--- src/rtl/core/uniform_window_marker_defines.svh ---
// Assertion macros for the uniform window marker core.
// Included by the top level; no other dependencies.
`ifndef UNIFORM_WINDOW_MARKER_DEFINES_SVH
`define UNIFORM_WINDOW_MARKER_DEFINES_SVH

// Same-cycle implication, disabled while reset is low
`define UWM_ASSERT_IMP(name, clk, rst_n, ante, cons, msg) \
    name: assert property (@(posedge clk) disable iff (!rst_n) (ante) |-> (cons)) \
        else $error(msg);

// Next-cycle implication, disabled while reset is low
`define UWM_ASSERT_NXT(name, clk, rst_n, ante, cons, msg) \
    name: assert property (@(posedge clk) disable iff (!rst_n) (ante) |=> (cons)) \
        else $error(msg);

`endif

--- src/rtl/core/uwm_pkg.sv ---
// Shared types, widths and constants of the uniform window marker.
// No dependencies; imported by every module of the core.
package uwm_pkg;

    // Default size limits, handed to the top level parameters
    localparam int UWM_MAX_ROW_WIDTH = 256;
    localparam int UWM_MAX_RADIUS    = 4;

    // Field and register widths
    localparam int CFG_INDEX_W = 2;
    localparam int CFG_DATA_W  = 9;
    localparam int CELL_W      = 8;
    localparam int INDEX_W     = 16;
    localparam int DIM_W       = 9;
    localparam int RADIUS_W    = 3;
    localparam int FRAME_W     = 2 * DIM_W;
    localparam int SPAN_W      = 12;
    localparam int POS_W       = 24;
    localparam int RUN_W       = 4;

    // Run length saturates here; any window side (at most 14) fits below it
    localparam logic [RUN_W-1:0] RUN_SAT   = '1;
    localparam logic [POS_W-1:0] POS_LIMIT = '1;

    // Queue between front and back
    localparam int QUEUE_DEPTH = 4;
    localparam int QPTR_W      = $clog2(QUEUE_DEPTH);
    localparam int QCOUNT_W    = $clog2(QUEUE_DEPTH + 1);

    // Register reset values
    localparam logic [DIM_W-1:0]    ROW_WIDTH_RESET = 9'd256;
    localparam logic [DIM_W-1:0]    ROW_COUNT_RESET = 9'd256;
    localparam logic [RADIUS_W-1:0] RADIUS_RESET    = 3'd4;
    localparam logic                ENABLE_RESET    = 1'b1;

    typedef enum logic [CFG_INDEX_W-1:0] {
        CFG_ROW_WIDTH     = 2'd0,
        CFG_ROW_COUNT     = 2'd1,
        CFG_WINDOW_RADIUS = 2'd2,
        CFG_ENABLE        = 2'd3
    } cfg_index_t;

    // Effective frame geometry, derived from the registers
    typedef struct packed {
        logic [DIM_W-1:0]    x;         // clamped row width
        logic [RADIUS_W-1:0] r;         // clamped radius
        logic [FRAME_W-1:0]  frame;     // cells per frame
        logic [SPAN_W-1:0]   xr;        // x * r
        logic [SPAN_W-1:0]   lag;       // (r-1)*x + r-1
        logic [FRAME_W-1:0]  fmx;       // frame - x*r
        logic                too_small; // frame too small for any mark
        logic                enable;
    } geometry_t;

    // One history entry: stored cell and the run of equal cells ending at it
    typedef struct packed {
        logic [CELL_W-1:0] value;
        logic [RUN_W-1:0]  run;
    } hist_word_t;

    // One classified cell travelling from front to back
    typedef struct packed {
        logic               emit;
        logic               elig;
        logic [INDEX_W-1:0] index;
        hist_word_t         word;
    } cell_entry_t;

    typedef struct packed {
        logic [QCOUNT_W-1:0] count;
        logic                full;
        logic                empty;
    } q_status_t;

endpackage

--- src/rtl/core/uwm_queue.sv ---
// Short FIFO of classified cells between front and back.
// Depends on uwm_pkg.
module uwm_queue import uwm_pkg::*; (
    input  logic        aclk,
    input  logic        aresetn,
    input  logic        push,
    input  cell_entry_t push_entry,
    input  logic        pop,
    output logic        head_valid,
    output cell_entry_t head_entry,
    output q_status_t   status
);

    cell_entry_t         entry_reg [QUEUE_DEPTH];
    logic [QPTR_W-1:0]   head_reg, tail_reg;
    logic [QCOUNT_W-1:0] count_reg;
    logic                do_push, do_pop;

    assign status.count = count_reg;
    assign status.full  = count_reg == QCOUNT_W'(QUEUE_DEPTH);
    assign status.empty = count_reg == '0;
    assign head_valid   = !status.empty;
    assign head_entry   = entry_reg[head_reg];
    assign do_push      = push && !status.full;
    assign do_pop       = pop && !status.empty;

    // Advance pointers and count
    always_ff @(posedge aclk) begin
        if (!aresetn) begin
            head_reg  <= '0;
            tail_reg  <= '0;
            count_reg <= '0;
        end else begin
            if (do_push) begin
                tail_reg <= (tail_reg == QPTR_W'(QUEUE_DEPTH - 1)) ? '0 : tail_reg + 1'b1;
            end
            if (do_pop) begin
                head_reg <= (head_reg == QPTR_W'(QUEUE_DEPTH - 1)) ? '0 : head_reg + 1'b1;
            end
            if (do_push && !do_pop) begin
                count_reg <= count_reg + 1'b1;
            end else if (do_pop && !do_push) begin
                count_reg <= count_reg - 1'b1;
            end
        end
    end

    // Store the pushed beat
    always_ff @(posedge aclk) begin
        if (do_push) begin
            entry_reg[tail_reg] <= push_entry;
        end
    end

endmodule

--- config.mk ---
export PLATFORM = sky130hd
export DESIGN_NAME = uwm_queue
export DESIGN_NICKNAME = d
export VERILOG_FILES = /design/src/rtl/core/uniform_window_marker_defines.svh /design/src/rtl/core/uwm_pkg.sv /design/src/rtl/core/uwm_queue.sv
export SDC_FILE = /design/constraint.sdc
export NUM_CORES = 1
export LEC_CHECK = 0
export BUFFER_PORTS_ARGS = -buffer_cell sky130_fd_sc_hd__buf_2
export CAP_MARGIN = 20
export CORE_ASPECT_RATIO = 0.5
export CORE_MARGIN = 4
export CORE_UTILIZATION = 51
export CTS_BUF_LIST = sky130_fd_sc_hd__clkbuf_8 sky130_fd_sc_hd__clkbuf_16
export CTS_CLUSTER_DIAMETER = 50
export DETAILED_ROUTE_END_ITERATION = 12
export PLACE_DENSITY_LB_ADDON = 0.25
export SLEW_MARGIN = 20
export SYNTH_ARGS = -nofsm -noshare
export SYNTH_HDL_FRONTEND = slang
export SYNTH_SLANG_ARGS = --single-unit
export TNS_END_PERCENT = 5
--- constraint.sdc ---
create_clock -name aclk -period 2.2 [get_ports aclk]
set_input_delay 0.22 -clock aclk [delete_from_list [all_inputs] [get_ports aclk]]
set_output_delay 0.22 -clock aclk [all_outputs]
set_load 0.03 [all_outputs]
==> out/results.tsv <==
metric	value	unit
dieHeight	76.6	um
ys_seq_area_share	78.8	%
setup_viol	0	
wl	8.92	mm
utilization	67.3	%
rsz0062_at_grt	false	
vias	2335	
cts_tree	built	
die_w	145	um
grt_pass1_wl	14.7	mm
cp.arrival	2430	ps
cp.required	2530	ps
synth.top_cells.by_area	edfxtp_1 75%, mux4_2 14%, dfxtp_1 3.8%	
clk_pin_slew	60	ps
clock_path_buffers	2	
grt.overflow.total	0	
place_inst	399	
synth_nets	249	
yosysTopAreaCell	edfxtp_1	
clk_latency	410	ps
via_per_inst	5.42	
synth_simple_gate_area_share	2.29	%
drt_iter0_drc	152	
root_buffer	clkbuf_16	
criticalPathCategory	reg2reg	
syn-instance-count	208	
cp-start-kind	flop	
yosys_warnings	0	
finalClockSkew	9.74	ps
maxCapViolCount	0	
status	completed	
worst_pin_slew	433	ps
io_pins	70	
largest_reg_flops	120	
drc	0	
cts_num_sinks	129	
fp-row-count	24	
synth_fa_ha_area_share	1.98	%
postPlaceCellArea	0.00543	mm^2
mostFrequentLayoutCell	edfxtp_1	
ant_nets	0	
layout-area-overhead-vs-synth	25.4	%
gp_congestion	0.712	
fin_cells	431	
synth_top_family_by_area	multiplexers	
powerDensity	1310	mW/mm^2
antenna_cells	0	
synth_top_area_share	75.0	%
critPathCaptureType	flop	
fillerInstances	575	
die-area	0.0111	mm^2
htree_levels	4	
vdd_drop_max	0.000715	V
fmax	0.475	GHz
period_needed	2110	ps
antenna_found_initial	0	
num-nets-final	342	
grt_pass1_vias	2677	
cts_buffers	17	
holdCritPathClass	in2reg	
initial_core_util	53.7	%
synth_compound_area_share	0.625	%
port_buffers	69	
core	0.00895	mm^2
cp_max_fo	6	
timing.final.crit_share	95.7	%
ys_ff_latch	129	
total_power	7.92	mW
dp_hpwl	5.81	mm
slew_viol_final	0	
setup_tns	0	ps
leakagePower	2.15	nW
layout_common_cells	120 x edfxtp_1, 69 x buf_2, 30 x mux4_2, 17 x clkbuf_16, 10 x buf_4	
hold_violations	0	
relSlewSlack	71.2	%
synth_cell_types	23	
syn_area	0.00480	mm^2
final_design_area_no_fill	0.00602	mm^2
grt_max_degree	21	
grt_util_all_layers	18.0	%
muxShareOfSynthArea	14.7	%
synth-xor-area-share	0.365	%
firstDrtPassIters	4	
postCtsSetupBuffers	0	
syn_area_per_cell	23.1	um^2
drive_gt1_share	48.7	%
wl_per_cell	20.7	um
[cells in the mapped netlist (all sizes together)]
master / number
edfxtp: 120
mux4: 30
dfxtp: 9
buf: 7
ha: 6
nand2: 6
and2: 5
inv: 4
mux2i: 3
o21ai: 3
nand3: 2
nor2: 2
nor2b: 2
or3: 2
a21boi: 1
clkbuf: 1
fa: 1
nor3b: 1
o31ai: 1
xnor2: 1
xor2: 1
[repair_timing]
item	CTS	global route
hold endpoints to repair	0	0
resized for setup	2	2
hold buffers	0	0
setup endpoints to repair	3	1
gates cloned	0	0
[final cells by class]
class                   count  area (um^2)  area share (%)
flip-flops and latches    129         3800            63.1
clock inverters            11         98.8            1.64
clock buffers              21          480            7.98
multi-input cells          67         1000            16.7
well taps                 117          146            2.43
repair buffers             82          480            7.98
inverters                   4         15.0           0.249
[where the power goes]
| group | leakage (nW) | total [mW] | internal (mW) | switching, mW |
|---|---|---|---|---|
| Combinational | 0.666 | 2.05 | 0.821 | 1.23 |
| Clock | 0.309 | 2.68 | 1.76 | 0.928 |
| Sequential | 1.18 | 3.19 | 3.01 | 0.177 |
[path summary, 6_finish.rpt]
kind | slack, ps | from | endpoint | cells past startpoint
max reg2reg | 90 | count_reg[1] | count_reg[2] | 7
min reg2reg | 520 | head_reg[1] | flop | 2
max | 90 | count_reg[1] | count_reg[2] | 7
min | 20 | push_entry[12] | entry_reg[3][12] | 1
[stage by stage]
stage	hold WS (ps)	worst slack, ps
global route	6.28	29.2
floorplan	319	19.1
detailed placement	436	-37.2
CTS	1.72	5.11
finish	22.6	94.7
global placement	430	109
[cells by family after synthesis]
group	count (synthesis)
and+or+nand+nor	20
DFF	129
xor gates and xnor gates	2
buffers and inverters	12
adders and majority gates	7
AOI/OAI and AO/OA	5
muxes	33
[per-layer routing]
layer  global-route usage [%]  wire length [um]  vias up
li1                         -                 -     1043
met1                     21.0              3670     1221
met2                     29.6              4660       60
met3                     7.72               458       11
met4                     7.48               121        0
met5                        0                 0        -
[worst max-delay path, cell delays in order (launching register included)]
cell and delay, ps:
dfxtp_4 380, o31ai_4 310, ha_4 180, inv_1 50
fa_1 370, xor2_1 190, or3_2 400, a21boi_0 160
No activity file was read; power rests on OpenSTA's default activity.
