<file path="src/rtl/core/uniform_window_marker_defines.svh">
// Assertion macros for the uniform window marker core.
// Included by the top level; no other dependencies.
`ifndef UNIFORM_WINDOW_MARKER_DEFINES_SVH
`define UNIFORM_WINDOW_MARKER_DEFINES_SVH

// Same-cycle implication, disabled while reset is low
`define UWM_ASSERT_IMP(name, clk, rst_n, ante, cons, msg) \
    name: assert property (@(posedge clk) disable iff (!rst_n) (ante) |-> (cons)) \
        else $error(msg);

// Next-cycle implication, disabled while reset is low
`define UWM_ASSERT_NXT(name, clk, rst_n, ante, cons, msg) \
    name: assert property (@(posedge clk) disable iff (!rst_n) (ante) |=> (cons)) \
        else $error(msg);

`endif

</file>
<file path="src/rtl/core/uwm_pkg.sv">
// Shared types, widths and constants of the uniform window marker.
// No dependencies; imported by every module of the core.
package uwm_pkg;

    // Default size limits, handed to the top level parameters
    localparam int UWM_MAX_ROW_WIDTH = 256;
    localparam int UWM_MAX_RADIUS    = 4;

    // Field and register widths
    localparam int CFG_INDEX_W = 2;
    localparam int CFG_DATA_W  = 9;
    localparam int CELL_W      = 8;
    localparam int INDEX_W     = 16;
    localparam int DIM_W       = 9;
    localparam int RADIUS_W    = 3;
    localparam int FRAME_W     = 2 * DIM_W;
    localparam int SPAN_W      = 12;
    localparam int POS_W       = 24;
    localparam int RUN_W       = 4;

    // Run length saturates here; any window side (at most 14) fits below it
    localparam logic [RUN_W-1:0] RUN_SAT   = '1;
    localparam logic [POS_W-1:0] POS_LIMIT = '1;

    // Queue between front and back
    localparam int QUEUE_DEPTH = 4;
    localparam int QPTR_W      = $clog2(QUEUE_DEPTH);
    localparam int QCOUNT_W    = $clog2(QUEUE_DEPTH + 1);

    // Register reset values
    localparam logic [DIM_W-1:0]    ROW_WIDTH_RESET = 9'd256;
    localparam logic [DIM_W-1:0]    ROW_COUNT_RESET = 9'd256;
    localparam logic [RADIUS_W-1:0] RADIUS_RESET    = 3'd4;
    localparam logic                ENABLE_RESET    = 1'b1;

    typedef enum logic [CFG_INDEX_W-1:0] {
        CFG_ROW_WIDTH     = 2'd0,
        CFG_ROW_COUNT     = 2'd1,
        CFG_WINDOW_RADIUS = 2'd2,
        CFG_ENABLE        = 2'd3
    } cfg_index_t;

    // Effective frame geometry, derived from the registers
    typedef struct packed {
        logic [DIM_W-1:0]    x;         // clamped row width
        logic [RADIUS_W-1:0] r;         // clamped radius
        logic [FRAME_W-1:0]  frame;     // cells per frame
        logic [SPAN_W-1:0]   xr;        // x * r
        logic [SPAN_W-1:0]   lag;       // (r-1)*x + r-1
        logic [FRAME_W-1:0]  fmx;       // frame - x*r
        logic                too_small; // frame too small for any mark
        logic                enable;
    } geometry_t;

    // One history entry: stored cell and the run of equal cells ending at it
    typedef struct packed {
        logic [CELL_W-1:0] value;
        logic [RUN_W-1:0]  run;
    } hist_word_t;

    // One classified cell travelling from front to back
    typedef struct packed {
        logic               emit;
        logic               elig;
        logic [INDEX_W-1:0] index;
        hist_word_t         word;
    } cell_entry_t;

    typedef struct packed {
        logic [QCOUNT_W-1:0] count;
        logic                full;
        logic                empty;
    } q_status_t;

endpackage

</file>
<file path="src/rtl/core/uwm_front.sv">
// Front end: accepts cells, tracks the raster position and horizontal runs,
// and classifies each beat for the back end. Depends on uwm_pkg.
module uwm_front import uwm_pkg::*; (
    input  logic                aclk,
    input  logic                aresetn,
    input  geometry_t           geo,
    input  logic                s_valid,
    output logic                s_ready,
    input  logic [CELL_W-1:0]   s_cell_value,
    input  logic                s_first_of_frame,
    input  logic                q_full,
    output logic                push,
    output cell_entry_t         push_entry
);

    logic [POS_W-1:0]  pos_reg, pos_next;
    logic [CELL_W-1:0] prev_val_reg;
    logic [RUN_W-1:0]  prev_run_reg;

    logic [POS_W-1:0]  p;
    logic [POS_W-1:0]  rel;
    logic [CELL_W-1:0] stored;
    logic [CELL_W-1:0] pv;
    logic [RUN_W-1:0]  pr;
    logic [RUN_W-1:0]  run;
    logic              has_lag;

    assign s_ready = !q_full;
    assign push    = s_valid && s_ready;

    // Classify the incoming beat
    always_comb begin
        p      = s_first_of_frame ? '0 : pos_reg;
        stored = (p < POS_W'(geo.frame)) ? s_cell_value : '0;
        // Cells before index zero read as zero, so a frame opens on a long zero run
        pv = (p == '0) ? '0 : prev_val_reg;
        pr = (p == '0) ? RUN_SAT : prev_run_reg;
        if (stored == pv) begin
            run = (pr == RUN_SAT) ? RUN_SAT : pr + 1'b1;
        end else begin
            run = RUN_W'(1);
        end
        has_lag = p >= POS_W'(geo.lag);
        rel     = p - POS_W'(geo.lag);

        push_entry.emit = geo.enable && has_lag && (rel < POS_W'(geo.frame));
        push_entry.elig = !geo.too_small && (rel >= POS_W'(geo.xr)) &&
                          (rel < POS_W'(geo.fmx));
        push_entry.index      = rel[INDEX_W-1:0];
        push_entry.word.value = stored;
        push_entry.word.run   = run;

        pos_next = (p == POS_LIMIT) ? POS_LIMIT : p + 1'b1;
    end

    // Advance position on every accepted beat
    always_ff @(posedge aclk) begin
        if (!aresetn) begin
            pos_reg <= '0;
        end else if (push) begin
            pos_reg <= pos_next;
        end
    end

    // Hold the last stored cell and its run
    always_ff @(posedge aclk) begin
        if (push) begin
            prev_val_reg <= stored;
            prev_run_reg <= run;
        end
    end

endmodule

</file>
<file path="config.mk">
export PLATFORM = sky130hd
export DESIGN_NAME = uwm_front
export DESIGN_NICKNAME = d
export VERILOG_FILES = /design/src/rtl/core/uniform_window_marker_defines.svh /design/src/rtl/core/uwm_pkg.sv /design/src/rtl/core/uwm_front.sv
export SDC_FILE = /design/constraint.sdc
export NUM_CORES = 1
export LEC_CHECK = 0
export ABC_AREA = 0
export ABC_CLOCK_PERIOD_IN_PS = 5500
export BUFFER_PORTS_ARGS = -buffer_cell sky130_fd_sc_hd__buf_2
export CORE_ASPECT_RATIO = 0.7
export CORE_UTILIZATION = 51
export CTS_BUF_LIST = sky130_fd_sc_hd__clkbuf_8
export DETAILED_ROUTE_END_ITERATION = 16
export PLACE_DENSITY_LB_ADDON = 0.12
export SETUP_SLACK_MARGIN = 0.2
export SLEW_MARGIN = 20
export SYNTH_ARGS = -nofsm -noshare
export SYNTH_HDL_FRONTEND = slang
export SYNTH_SLANG_ARGS = --single-unit
</file>
<file path="constraint.sdc">
create_clock -name aclk -period 5.5 [get_ports aclk]
set_input_delay 0.55 -clock aclk [delete_from_list [all_inputs] [get_ports aclk]]
set_output_delay 0.55 -clock aclk [all_outputs]
set_load 0.1 [all_outputs]
</file>
==> results of run 1 <==
==> critical path, stage by stage <==
cell and delay [ns]:
buf_2 0.08, nand2b_1 0.11, ha_1 0.16, inv_1 0.06
fa_2 0.38, a21o_1 0.18, maj3_2 0.34, a211o_1 0.36
nor2b_4 0.25, o21ai_0 0.19, xnor2_1 0.21, ha_1 0.33
o22ai_1 0.08, nor4_1 0.28, nand4_1 0.21, a211o_1 0.31
o2111ai_1 0.21, nor4_4 0.05, buf_4 0.27
==> worst max-delay path by stage <==
stage | startpoint | to | cells past startpoint | slack [ns]
final | s_first_of_frame | push_entry[29] | 19 | 0.33
after global routing | s_first_of_frame | push_entry[28] | 19 | 0.14
after CTS | s_first_of_frame | push_entry[0] | 13 | 0.21
after detailed placement | s_first_of_frame | push_entry[0] | 13 | 0.23
after global placement | s_first_of_frame | push_entry[28] | 20 | 0.29
after floorplan | s_first_of_frame | push_entry[28] | 20 | -0.75
==> cells by family after synthesis <==
kind of cell	synth area share
adder cells (fa/ha/maj)	0.199
AO/OA/AOI/OAI	0.244
flip-flops	0.166
buffers and inverters	0.0778
XOR/XNOR	0.0364
AND/OR/NAND/NOR	0.270
multiplexers	0.00619
==> per-stage QoR <==
| step | setup slack, ns | instances |
|---|---|---|
| finish | 0.331 | 914 |
| global route | 0.144 | 914 |
| CTS | 0.213 | 912 |
| detailed placement | 0.230 | 904 |
| global placement | 0.290 | 904 |
| floorplan | -0.753 | 676 |
==> Yosys cell counts, types with 4 or more instances <==
| cell type | number |
|---|---|
| inv_1 | 73 |
| nor4_1 | 24 |
| a211oi_1 | 4 |
| ha_1 | 77 |
| clkbuf_1 | 20 |
| o211ai_1 | 4 |
| o21ai_0 | 41 |
| dfxtp_1 | 24 |
| xor2_1 | 5 |
| and3_1 | 9 |
| o221a_2 | 5 |
| xnor2_1 | 16 |
| nand2b_1 | 16 |
| nor2_1 | 44 |
| nor3b_1 | 5 |
| nor2b_1 | 15 |
| a211o_1 | 4 |
| nor3_1 | 22 |
| nand2_1 | 50 |
| nand4_1 | 14 |
| and2_1 | 17 |
| a31oi_1 | 11 |
| edfxtp_1 | 12 |
| a21o_1 | 14 |
| o22ai_1 | 5 |
| a21oi_1 | 49 |
| a21boi_0 | 11 |
| nand3_1 | 11 |
| o32a_1 | 4 |
| o21a_1 | 8 |
==> layout make-up <==
type                            count  area share
Timing Repair Buffer              132       0.125
Sequential cell                    36       0.135
Multi-Input combinational cell    541       0.658
Clock inverter                      3     0.00201
Tap cell                          124      0.0250
Clock buffer                        5      0.0111
Inverter                           73      0.0441
==> timing repair <==
action / in CTS / in global routing
setup buffers: 0 / 2
resized for setup: 0 / 10
endpoints found under the setup margin: 0 / 6
==> metal layers <==
layer / up-vias / global-route usage / routed length, um
met5: - / 0 / 0
met4: 0 / 0.0359 / 82
met3: 10 / 0.0477 / 1090
met2: 191 / 0.461 / 6570
met1: 2526 / 0.472 / 7890
li1: 2704 / - / -
==> power groups by stage <==
stage / registers, uW / clock network, uW / logic, uW
floorplan: 289 / 0 / 276
global placement: 291 / 0 / 351
detailed placement: 291 / 0 / 362
CTS: 285 / 187 / 364
global route: 286 / 196 / 401
finish: 285 / 181 / 368
==> results.md, run 1 <==
| Item | This run |
| --- | --- |
| Power density relative to cell area | 134 mW/mm^2 |
| Final Util | 0.666 |
| Vertical die dimension | 85.3 um |
| Startpoint class of the critical path | input pin |
| Die span in x | 121 um |
| Effective utilization at floorplan | 0.542 |
| Maximum Capacitance Violations | 0 |
| Ant. Diodes | 0 |
| Cell leakage power | 0.00297 uW |
| Clk root buf | clkbuf_8 |
| Maximum achievable frequency | 193 MHz |
| Final weighted congestion of routability-driven global placement | 0.919 |
| Hold WS | 0.560 ns |
| Critical Path End Type | output port |
| Multi-input gate area in the final layout | 0.00409 mm^2 |
| Total routing usage reported by global routing | 0.308 |
| Fraction of final layout cells with drive strength greater than 1 | 0.233 |
| Post-layout total power | 834 uW |
| Worst-Skew Late Latency | 0.30 ns |
| Number of antenna violations at the first check in global routing | 0 |
| Internal power | 486 uW |
| Vias per cell | 5.94 |
| Syn avg cell area | 7.47 um^2 |
| Number of buffers added by the clock tree synthesis step | 5 |
| Nets in the synthesized netlist | 841 |
| Final number of max-transition violations | 0 |
| Finished layout cell area | 0.00621 mm^2 |
| I/O pin count | 119 |
| Number of setup violations in the final report | 0 |
| Result of the run | finished, final reports clean |
| Worst endpoint required time | 4.95 ns |
| Hold Path End | pos_reg[15]$_SDFFE_PN0P_ |
| Type of the worst setup path | input pin to output port |
| Number of global-route vias before repair | 4940 |
| Final critical path time including I/O delays and setup | 5.17 ns |
| Commonest non-fill, non-tap cell in the layout | buf_2 |
| Switching Share | 0.417 |
| DR WL/cell | 17.1 um |
| Iteration count of the initial detailed-routing pass | 5 |
| Gate count of the mapped netlist | 676 |
| Setup total negative slack | 0 ns |
| Final count of hold timing violations | 0 |
| Launching point of the worst reg2reg path | pos_reg[9]$_SDFFE_PN0P_ |
| Post-CTS Hold Fix Bufs | 0 |
| Cells on worst reg2reg path | 9 |
| Number of flip-flops under the largest register name | 24 |
| Initial DRC Count | 496 |
| Seq pwr share | 0.342 |
| Clock tree from TritonCTS | done |
| Beginning of the worst hold path | pos_reg[15]$_SDFFE_PN0P_ |
| Total wire length after detailed routing | 15600 um |
| Post-synthesis instance area | 0.00505 mm^2 |
| Total area of sequential cells | 841 um^2 |
| Worst reg2reg path endpoint | prev_run_reg[0]$_DFFE_PP_ |
| Cell Rows | 29 |
| Main area contributors after synthesis | ha_1, dfxtp_1, edfxtp_1 |
| Slack of the worst reg-to-reg path | 1.51 ns |
| Data arrival time of the critical path | 4.62 ns |
| Synth async-reset ratio | 0 |
| Total global routing overflow | 0 |
| Area added between synthesis and finish | 23.0% |
| Area of the core | 0.00933 mm^2 |
| Total number of nets in the final design | 954 |
| Number of sinks driven by the clock tree | 36 |
| Number of buffers on the longest clock path | 2 |
| Maximum net fanout on the critical path | 4 |
| Cell type with the largest total area after synthesis | ha_1 |
| Total of buffers placed on input and output ports | 106 |
| Htree depth | 2 |
| Headroom to the max-slew limit | 0.475 |
| Setup repair after global routing missed its margin | true |
| Least-Margin Pin Slew | 0.782 ns |
| Antenna viol nets, final | 0 |
| Final worst path period share | 0.940 |
| Post-synth EDFFs | 12 |
| Switching power of the nets | 348 uW |
| Proportion of synthesized chip area in sequential cells | 0.166 |
| Most frequent cells in the layout | buf_2, inv_1, ha_1, nand2_1, a21oi_1 |
| Wire length of the first global-routing pass | 24900 um |
| Share of the synthesized area in the top cell type | 0.191 |
| Proportion of power drawn by combinational gates | 0.441 |
| Worst hold path stage count | 2 |
| Number of different library cells in the post-synthesis netlist | 73 |
| Fillers | 832 |
| Clock Skew | 0.00549 ns |
| Class of the worst hold path | register to register |
| Instance area at placement | 0.00607 mm^2 |
| Number of vias after detailed routing | 5431 |
| Full die area | 0.0103 mm^2 |
| Worst VDD drop | 0.161 mV |
| Clock-pin transition on the worst setup and hold timing paths | 0.07 ns |
| DRC viols | 0 |
| Total of warnings raised by yosys | 0 |
| Flip-flop and latch count after synthesis | 36 |
| Top FF cell, synth | dfxtp_1 |
| Half-perimeter wire length after detailed placement | 12800 um |
| Portion of total power attributed to the clock network | 0.217 |
| Maximum number of pins on one net before global-route repair | 37 |
No activity file was read; power rests on OpenSTA's default activity.
==> run 2: changes to the inputs <==
--- a/config.mk
+++ b/config.mk
@@ -8,3 +8,3 @@
 export ABC_AREA = 0
-export ABC_CLOCK_PERIOD_IN_PS = 5500
+export ABC_CLOCK_PERIOD_IN_PS = 4250
 export BUFFER_PORTS_ARGS = -buffer_cell sky130_fd_sc_hd__buf_2
@@ -14,2 +14,3 @@
 export DETAILED_ROUTE_END_ITERATION = 16
+export GPL_TIMING_DRIVEN = 0
 export PLACE_DENSITY_LB_ADDON = 0.12
==> constraint.sdc (replaced) <==
create_clock -name aclk -period 4.25 [get_ports aclk]
set_input_delay 0.425 -clock aclk [delete_from_list [all_inputs] [get_ports aclk]]
set_output_delay 0.425 -clock aclk [all_outputs]
set_load 0.01 [all_outputs]
==> results.md, run 2 (synthesized netlist as in run 1, its figures left out) <==
| Item | This run | Change |
| --- | --- | --- |
| Clock Skew | 0.00691 ns | was 0.00549 ns |
| Worst endpoint required time | 3.83 ns | was 4.95 ns |
| Iteration count of the initial detailed-routing pass | 6 | was 5 |
| Vertical die dimension | 85.3 um | unchanged |
| Maximum net fanout on the critical path | 5 | was 4 |
| Half-perimeter wire length after detailed placement | 13000 um | was 12800 um |
| Maximum Capacitance Violations | 0 | unchanged |
| Maximum number of pins on one net before global-route repair | 23 | was 37 |
| Number of sinks driven by the clock tree | 36 | unchanged |
| Crit path max-delay cell type | fa_2 | unchanged |
| Antenna viol nets, final | 0 | unchanged |
| Class of the worst hold path | input pin to register | was register to register |
| Worst VDD drop | 0.165 mV | was 0.161 mV |
| Setup repair after global routing missed its margin | true | unchanged |
| DR WL/cell | 18.6 um | was 17.1 um |
| Final std cells w/o fill | 956 | was 914 |
| Number of buffers added by the clock tree synthesis step | 5 | unchanged |
| Final worst path period share | 1.16 |  |
| Area of the core | 0.00933 mm^2 | unchanged |
| Htree depth | 2 | unchanged |
| Number of vias after detailed routing | 5843 | was 5431 |
| Final number of max-transition violations | 0 | unchanged |
| Area added between synthesis and finish | 36.0% | was 23.0% |
| Power density relative to cell area | 150 mW/mm^2 | was 134 mW/mm^2 |
| Worst path setup slack after routing | -0.697 ns | was 0.331 ns |
| Ant. Diodes | 0 | unchanged |
| Result of the run | complete, but fails checks | was finished, final reports clean |
| Worst-Skew Late Latency | 0.30 ns | about the same |
| Final Util | 0.737 | was 0.666 |
| Dominant cell type by count on the critical path | clkbuf_16 |  |
| Total wire length after detailed routing | 17800 um | was 15600 um |
| Total routing usage reported by global routing | 0.338 | was 0.308 |
| Number of instances in the placed design | 906 | was 904 |
| Clk root buf | clkbuf_8 | unchanged |
| Total number of nets in the final design | 996 | was 954 |
| Most frequent cells in the layout | buf_2, inv_1, ha_1, nand2_1 | was buf_2, inv_1, ha_1, nand2_1, a21oi_1 |
| Initial DRC Count | 608 | was 496 |
| Final critical path time including I/O delays and setup | 4.95 ns |  |
| Final weighted congestion of routability-driven global placement | 0.942 | was 0.919 |
| Number of setup violations in the final report | 2 | was 0 |
| Headroom to the max-slew limit | 0.497 | was 0.475 |
| Clock-pin transition on the worst setup and hold timing paths | 0.07 ns | about the same |
| Total of buffers placed on input and output ports | 106 | unchanged |
| Number of flip-flops under the largest register name | 24 | unchanged |
| Data arrival time of the critical path | 4.52 ns | was 4.62 ns |
| Fraction of final layout cells with drive strength greater than 1 | 0.304 | was 0.233 |
| Type of the worst setup path | input pin to output port | unchanged |
| DRC viols | 0 | unchanged |
| Least-Margin Pin Slew | 0.753 ns | was 0.782 ns |
| Die span in x | 121 um | unchanged |
| Setup total negative slack | -1.38 ns | was 0 ns |
| Cell breakdown of the critical path | buf_8, buf_8, clkbuf_16, clkbuf_16, clkbuf_16, buf_12, nor2b_4, fa_2, a21o_1, maj3_2, a211o_4, nor2b_4, o21ai_4, xnor2_2, ha_1, nand4_1, nor4_1, nand4_1, a211o_1, o2111ai_4, nor4_2, buf_2 | was buf_2, nand2b_1, ha_1, inv_1, fa_2, a21o_1, maj3_2, a211o_1, nor2b_4, o21ai_0, xnor2_1, ha_1, o22ai_1, nor4_1, nand4_1, a211o_1, o2111ai_1, nor4_4, buf_4 |
| Cell Rows | 29 | unchanged |
| Crit-path max cell delay | 0.35 ns | was 0.38 ns |
| Clock tree from TritonCTS | done | unchanged |
| Commonest non-fill, non-tap cell in the layout | buf_2 | unchanged |
| Violated checks | setup timing |  |
| Vias per cell | 6.11 | was 5.94 |
| Wire length of the first global-routing pass | 27300 um | was 24900 um |
| I/O pin count | 119 | unchanged |
| Full die area | 0.0103 mm^2 | unchanged |
| Number of global-route vias before repair | 5400 | was 4940 |
| Cell leakage power | 0.00317 uW | was 0.00297 uW |
| Post-CTS Hold Fix Bufs | 0 | unchanged |
| Number of antenna violations at the first check in global routing | 0 | unchanged |
| Pre-CTS WS | -1.50 ns | was 0.230 ns |
| Number of buffers on the longest clock path | 2 | unchanged |
| Critical Path End Type | output port | unchanged |
| Effective utilization at floorplan | 0.542 | unchanged |
| Startpoint class of the critical path | input pin | unchanged |
| Final count of hold timing violations | 0 | unchanged |
| Total global routing overflow | 0 | unchanged |
| Maximum achievable frequency | 202 MHz |  |
==> run 2: cell count changes in the layout (fill, tap and decap cells not counted), moves of 7 or more <==
cell	change
nor4_1	-7
nor2b_1	-8
buf_4	+11
buf_6	+8
clkbuf_1	+11
==> run 2: layout make-up <==
class | instances | area [um^2]
Multi-Input combinational cell | 542 | 4380
Clock buffer | 5 | 68.8
Clock inverter | 3 | 11.3
Sequential cell | 36 | 841
Fill cell | 741 | 2450
Tap cell | 124 | 155
Buffer | 26 | 244
Timing Repair Buffer | 147 | 895
Inverter | 73 | 274
==> run 2: power breakdown <==
part | internal [uW] | switching [uW]
sequential | 362 | 5.89
clock | 110 | 132
combinational | 190 | 235
==> run 2: critical path: cells and delay by family <==
family,cells,cell delay (ns)
AOI/OAI and AO/OA,5,1.05
xor gates and xnor gates,1,0.18
adders and majority gates,3,1.01
buffers and inverters,7,0.89
and+or+nand+nor,6,0.94
==> run 2: path summary, 6_finish.rpt <==
check                            from                   endpoint  slack (ns)  cells past startpoint
max                  s_first_of_frame             push_entry[29]       -0.70                     22
max reg2reg  pos_reg[12]$_SDFFE_PN0P_  prev_run_reg[1]$_DFFE_PP_        0.85                     14
min reg2reg   pos_reg[9]$_SDFFE_PN0P_    pos_reg[9]$_SDFFE_PN0P_        0.55                      2
min                           aresetn    pos_reg[4]$_SDFFE_PN0P_        0.42                      2
==> run 2: per-stage QoR <==
| step | hold WS (ns) | total power [uW] | cell area (um^2) |
|---|---|---|---|
| floorplan | 0.497 | 600 | 5160 |
| global placement | 0.516 | 706 | 5850 |
| detailed placement | 0.527 | 718 | 5850 |
| CTS | 0.414 | 1010 | 6600 |
| global route | 0.433 | 1090 | 6870 |
| finish | 0.421 | 1030 | 6870 |
==> run 2: metal layers <==
| metal | wire length, um | vias up | track usage |
|---|---|---|---|
| met5 | 0 | - | 0 |
| met4 | 242 | 0 | 0.0629 |
| met3 | 2050 | 30 | 0.0827 |
| met2 | 7530 | 337 | 0.504 |
| met1 | 7980 | 2688 | 0.492 |
| li1 | - | 2788 | - |
==> run 2: repair_timing <==
action | 4_1_cts | 5_1_grt
gates resized for setup | 78 | 43
setup endpoints to repair | 18 | 15
gates cloned | 0 | 2
pin swaps | 35 | 25
setup buffers | 33 | 6
==> run 3: changes to the inputs <==
Settings changed: ABC_AREA 0 to 1, CORE_UTILIZATION 51 to 52.
==> results.md, run 3 <==
| Item | This run | Change |
| --- | --- | --- |
| Maximum Capacitance Violations | 0 | unchanged |
| Cell breakdown of the critical path | inv_1, nor2_4, ha_2, a21oi_2, a21boi_1, nand2_2, inv_1, o21ai_2, xor2_1, buf_4, ha_1, a21oi_1, nor2_1, nor2_1, nand3_1, nor2_1, nand3_1, nand3_1, nor2_1, buf_2 | was buf_8, buf_8, clkbuf_16, clkbuf_16, clkbuf_16, buf_12, nor2b_4, fa_2, a21o_1, maj3_2, a211o_4, nor2b_4, o21ai_4, xnor2_2, ha_1, nand4_1, nor4_1, nand4_1, a211o_1, o2111ai_4, nor4_2, buf_2 |
| Buffers and inverters on the worst path | 4 | was 7 |
| I/O pin count | 119 | unchanged |
| Type of the worst setup path | register to output port | was input pin to output port |
| Critical Path Sink | push_entry[28] | was push_entry[29] |
| DR WL/cell | 14.1 um | was 18.6 um |
| Syn avg cell area | 6.37 um^2 | was 7.47 um^2 |
| Launching point of the worst reg2reg path | pos_reg[3]$_SDFFE_PN0P_ | was pos_reg[12]$_SDFFE_PN0P_ |
| Number of global-route vias before repair | 4806 | was 5400 |
| Flip-flop and latch count after synthesis | 36 | unchanged |
| Half-perimeter wire length after detailed placement | 12200 um | was 13000 um |
| Crit-path max cell delay | 0.36 ns | was 0.35 ns |
| Final number of max-transition violations | 0 | unchanged |
| Post-synthesis instance area | 0.00525 mm^2 | was 0.00505 mm^2 |
| Crit path max-delay cell type | ha_2 | was fa_2 |
| Crit path launch | pos_reg[6]$_SDFFE_PN0P_ | was s_first_of_frame |
| Kind of cell adding the most delay to the critical path | simple AND/OR/NAND/NOR gates | was compound AO/OA/AOI/OAI gates |
| Number of sinks driven by the clock tree | 36 | unchanged |
| Gate count of the mapped netlist | 825 | was 676 |
| Least-Margin Pin Slew | 0.569 ns | was 0.753 ns |
| Proportion of synthesized chip area in sequential cells | 0.160 | was 0.166 |
| Worst endpoint required time | 3.83 ns | about the same |
| Logic depth of the worst path, buffers included | 20 | was 22 |
| Most instantiated cells after synthesis | nand2_1, inv_1, ha_1 | was ha_1, inv_1, nand2_1 |
| Number of vias after detailed routing | 5650 | was 5843 |
| Clock tree from TritonCTS | done | unchanged |
| Total of warnings raised by yosys | 0 | unchanged |
| Cell leakage power | 0.00362 uW | was 0.00317 uW |
| Critical Path End Type | output port | unchanged |
| Worst VDD drop | 0.119 mV | was 0.165 mV |
| Fraction of final layout cells with drive strength greater than 1 | 0.226 | was 0.304 |
| Dominant combinational cell family by area after synthesis | simple AND/OR/NAND/NOR gates | unchanged |
| Number of setup violations in the final report | 0 | was 2 |
| Slack of the worst reg-to-reg path | 1.40 ns | was 0.85 ns |
| Instance area at placement | 0.00594 mm^2 | was 0.00585 mm^2 |
| Setup repair after global routing missed its margin | true | unchanged |
| Startpoint class of the critical path | register | was input pin |
| Initial DRC Count | 549 | was 608 |
| Clock-pin transition on the worst setup and hold timing paths | 0.07 ns | about the same |
| Main area contributors after synthesis | ha_1, nand2_1, inv_1 | was ha_1, dfxtp_1, edfxtp_1 |
| Iteration count of the initial detailed-routing pass | 5 | was 6 |
| Htree depth | 2 | unchanged |
| Result of the run | finished, final reports clean | was complete, but fails checks |
| Post-synth EDFFs | 12 | unchanged |
| Vertical die dimension | 86.1 um | was 85.3 um |
| Vias per cell | 5.25 | was 6.11 |
| Total global routing overflow | 0 | unchanged |
| Nets in the synthesized netlist | 990 | was 841 |
| Die span in x | 122 um | was 121 um |
| Number of buffers on the longest clock path | 2 | unchanged |
| Ant. Diodes | 0 | unchanged |
| Share of cell area taken by muxes after synthesis | 0 | was 0.00619 |
| Area added between synthesis and finish | 21.6% | was 36.0% |
| Clock Skew | 0.00710 ns | was 0.00691 ns |
| Commonest non-fill, non-tap cell in the layout | nand2_1 | was buf_2 |
| Cell type with the largest total area after synthesis | ha_1 | unchanged |
| Area share of xor/xnor cells in the synthesized design | 0.0517 | was 0.0364 |
| Total routing usage reported by global routing | 0.284 | was 0.338 |
| Number of different library cells in the post-synthesis netlist | 46 | was 73 |
| Effective utilization at floorplan | 0.538 | was 0.542 |
| Post-synthesis simple-gate area fraction | 0.346 | was 0.270 |
| Cell Rows | 30 | was 29 |
| Full die area | 0.0105 mm^2 | was 0.0103 mm^2 |
| Clk root buf | clkbuf_8 | unchanged |
| Final critical path time including I/O delays and setup | 3.92 ns | was 4.95 ns |
| Wire length of the first global-routing pass | 23600 um | was 27300 um |
| Hold WS | 0.435 ns | was 0.421 ns |
| DRC viols | 0 | unchanged |
| Final worst path period share | 0.922 | was 1.16 |
| Total of buffers placed on input and output ports | 105 | was 106 |
| Worst reg2reg path endpoint | prev_run_reg[1]$_DFFE_PP_ | unchanged |
| Antenna viol nets, final | 0 | unchanged |
| Final count of hold timing violations | 0 | unchanged |
| Adder-cell area share of the yosys netlist | 0.187 | was 0.199 |
| Number of flip-flops under the largest register name | 24 | unchanged |
| Class of the worst hold path | input pin to register | unchanged |
| Total wire length after detailed routing | 15200 um | was 17800 um |
| Number of buffers added by the clock tree synthesis step | 5 | unchanged |
| Dominant cell type by count on the critical path | nor2_1 | was clkbuf_16 |
| Area of the core | 0.00976 mm^2 | was 0.00933 mm^2 |
| Finished layout cell area | 0.00639 mm^2 | was 0.00687 mm^2 |
| Top FF cell, synth | dfxtp_1 | unchanged |
| Number of antenna violations at the first check in global routing | 0 | unchanged |
| Worst hold path stage count | 3 | was 2 |
| Data arrival time of the critical path | 3.49 ns | was 4.52 ns |
| Worst-Skew Late Latency | 0.30 ns | about the same |
| Power density relative to cell area | 204 mW/mm^2 | was 150 mW/mm^2 |
| Most common cell in the netlist | nand2_1 | was ha_1 |
| Total number of nets in the final design | 1112 | was 996 |
| Share of the synthesized area in the top cell type | 0.183 | was 0.191 |
| Cells on worst reg2reg path | 15 | was 14 |
| Maximum net fanout on the critical path | 5 | unchanged |
| Synth async-reset ratio | 0 | unchanged |
| Final weighted congestion of routability-driven global placement | 1.00 | was 0.942 |
| Synth Area in Compound Gates | 0.120 | was 0.244 |
| Most frequent cells in the layout | nand2_1, inv_1, buf_2, ha_1, nor2_1 | was buf_2, inv_1, ha_1, nand2_1 |
| Maximum achievable frequency | 255 MHz | was 202 MHz |
| Maximum number of pins on one net before global-route repair | 23 | unchanged |
| Headroom to the max-slew limit | 0.621 | was 0.497 |
run 3: cell type report:
type | instances | area (um^2)
plain buffers | 14 | 110
clock inverters | 2 | 7.51
clock buffers | 6 | 82.6
well taps | 128 | 160
multi-input cells | 615 | 3980
flip-flops and latches | 36 | 841
inverters | 160 | 608
fillers | 911 | 3370
repair buffers | 115 | 601
run 3: how the worst min path moves through the flow:
stage	startpoint	to
floorplan	pos_reg[22]$_SDFFE_PN0P_	pos_reg[22]$_SDFFE_PN0P_
global placement	pos_reg[22]$_SDFFE_PN0P_	pos_reg[22]$_SDFFE_PN0P_
detailed placement	pos_reg[22]$_SDFFE_PN0P_	pos_reg[22]$_SDFFE_PN0P_
CTS	aresetn	pos_reg[23]$_SDFFE_PN0P_
global route	aresetn	pos_reg[2]$_SDFFE_PN0P_
finish	aresetn	pos_reg[23]$_SDFFE_PN0P_
run 3: worst min-delay path: stages:
cell     delay (ns)
buf_2          0.14
o21ai_0        0.08
a31oi_1        0.04
run 3: report_power, final:
part	total (uW)	switching, uW	internal, uW	leakage, uW
Clock	253	126	127	0.0000538
Combinational	662	401	261	0.00326
Sequential	392	16.3	376	0.000309
Total	1310	543	764	0.00362
run 3: kinds of logic (layout without fill, tap and decap cells):
group | count (synthesis) | after routing
buffers and inverters | 174 | 297
AND/OR/NAND/NOR | 391 | 391
AO/OA/AOI/OAI | 115 | 115
flip-flops | 36 | 36
XOR/XNOR | 31 | 31
adder cells (fa/ha/maj) | 78 | 78
run 3: stage by stage:
stage               total power (uW)  TNS (ns)   util  std cells  setup slack, ns
global route                    1420         0  0.655       1076           0.0871
global placement                 980    -0.240  0.609       1058           -0.189
floorplan                        813         0      -        825            0.315
finish                          1310         0  0.655       1076            0.331
CTS                             1250         0  0.626       1069            0.161
detailed placement               989    -0.253  0.609       1058           -0.235
run 3: routing by layer:
layer	routed length, um	track usage	vias to the layer above
met1	7920	0.450	2504
met3	1310	0.0645	6
met4	35	0.0255	0
li1	-	-	2931
met5	0	0	-
met2	5920	0.394	209
run 3: timing repair:
action                     CTS  global route
setup endpoints to repair    2             5
hold buffers                 0             0
hold endpoints to repair     0             0
setup buffers                3             7
resized for setup           14            46
pin swaps                    2            14
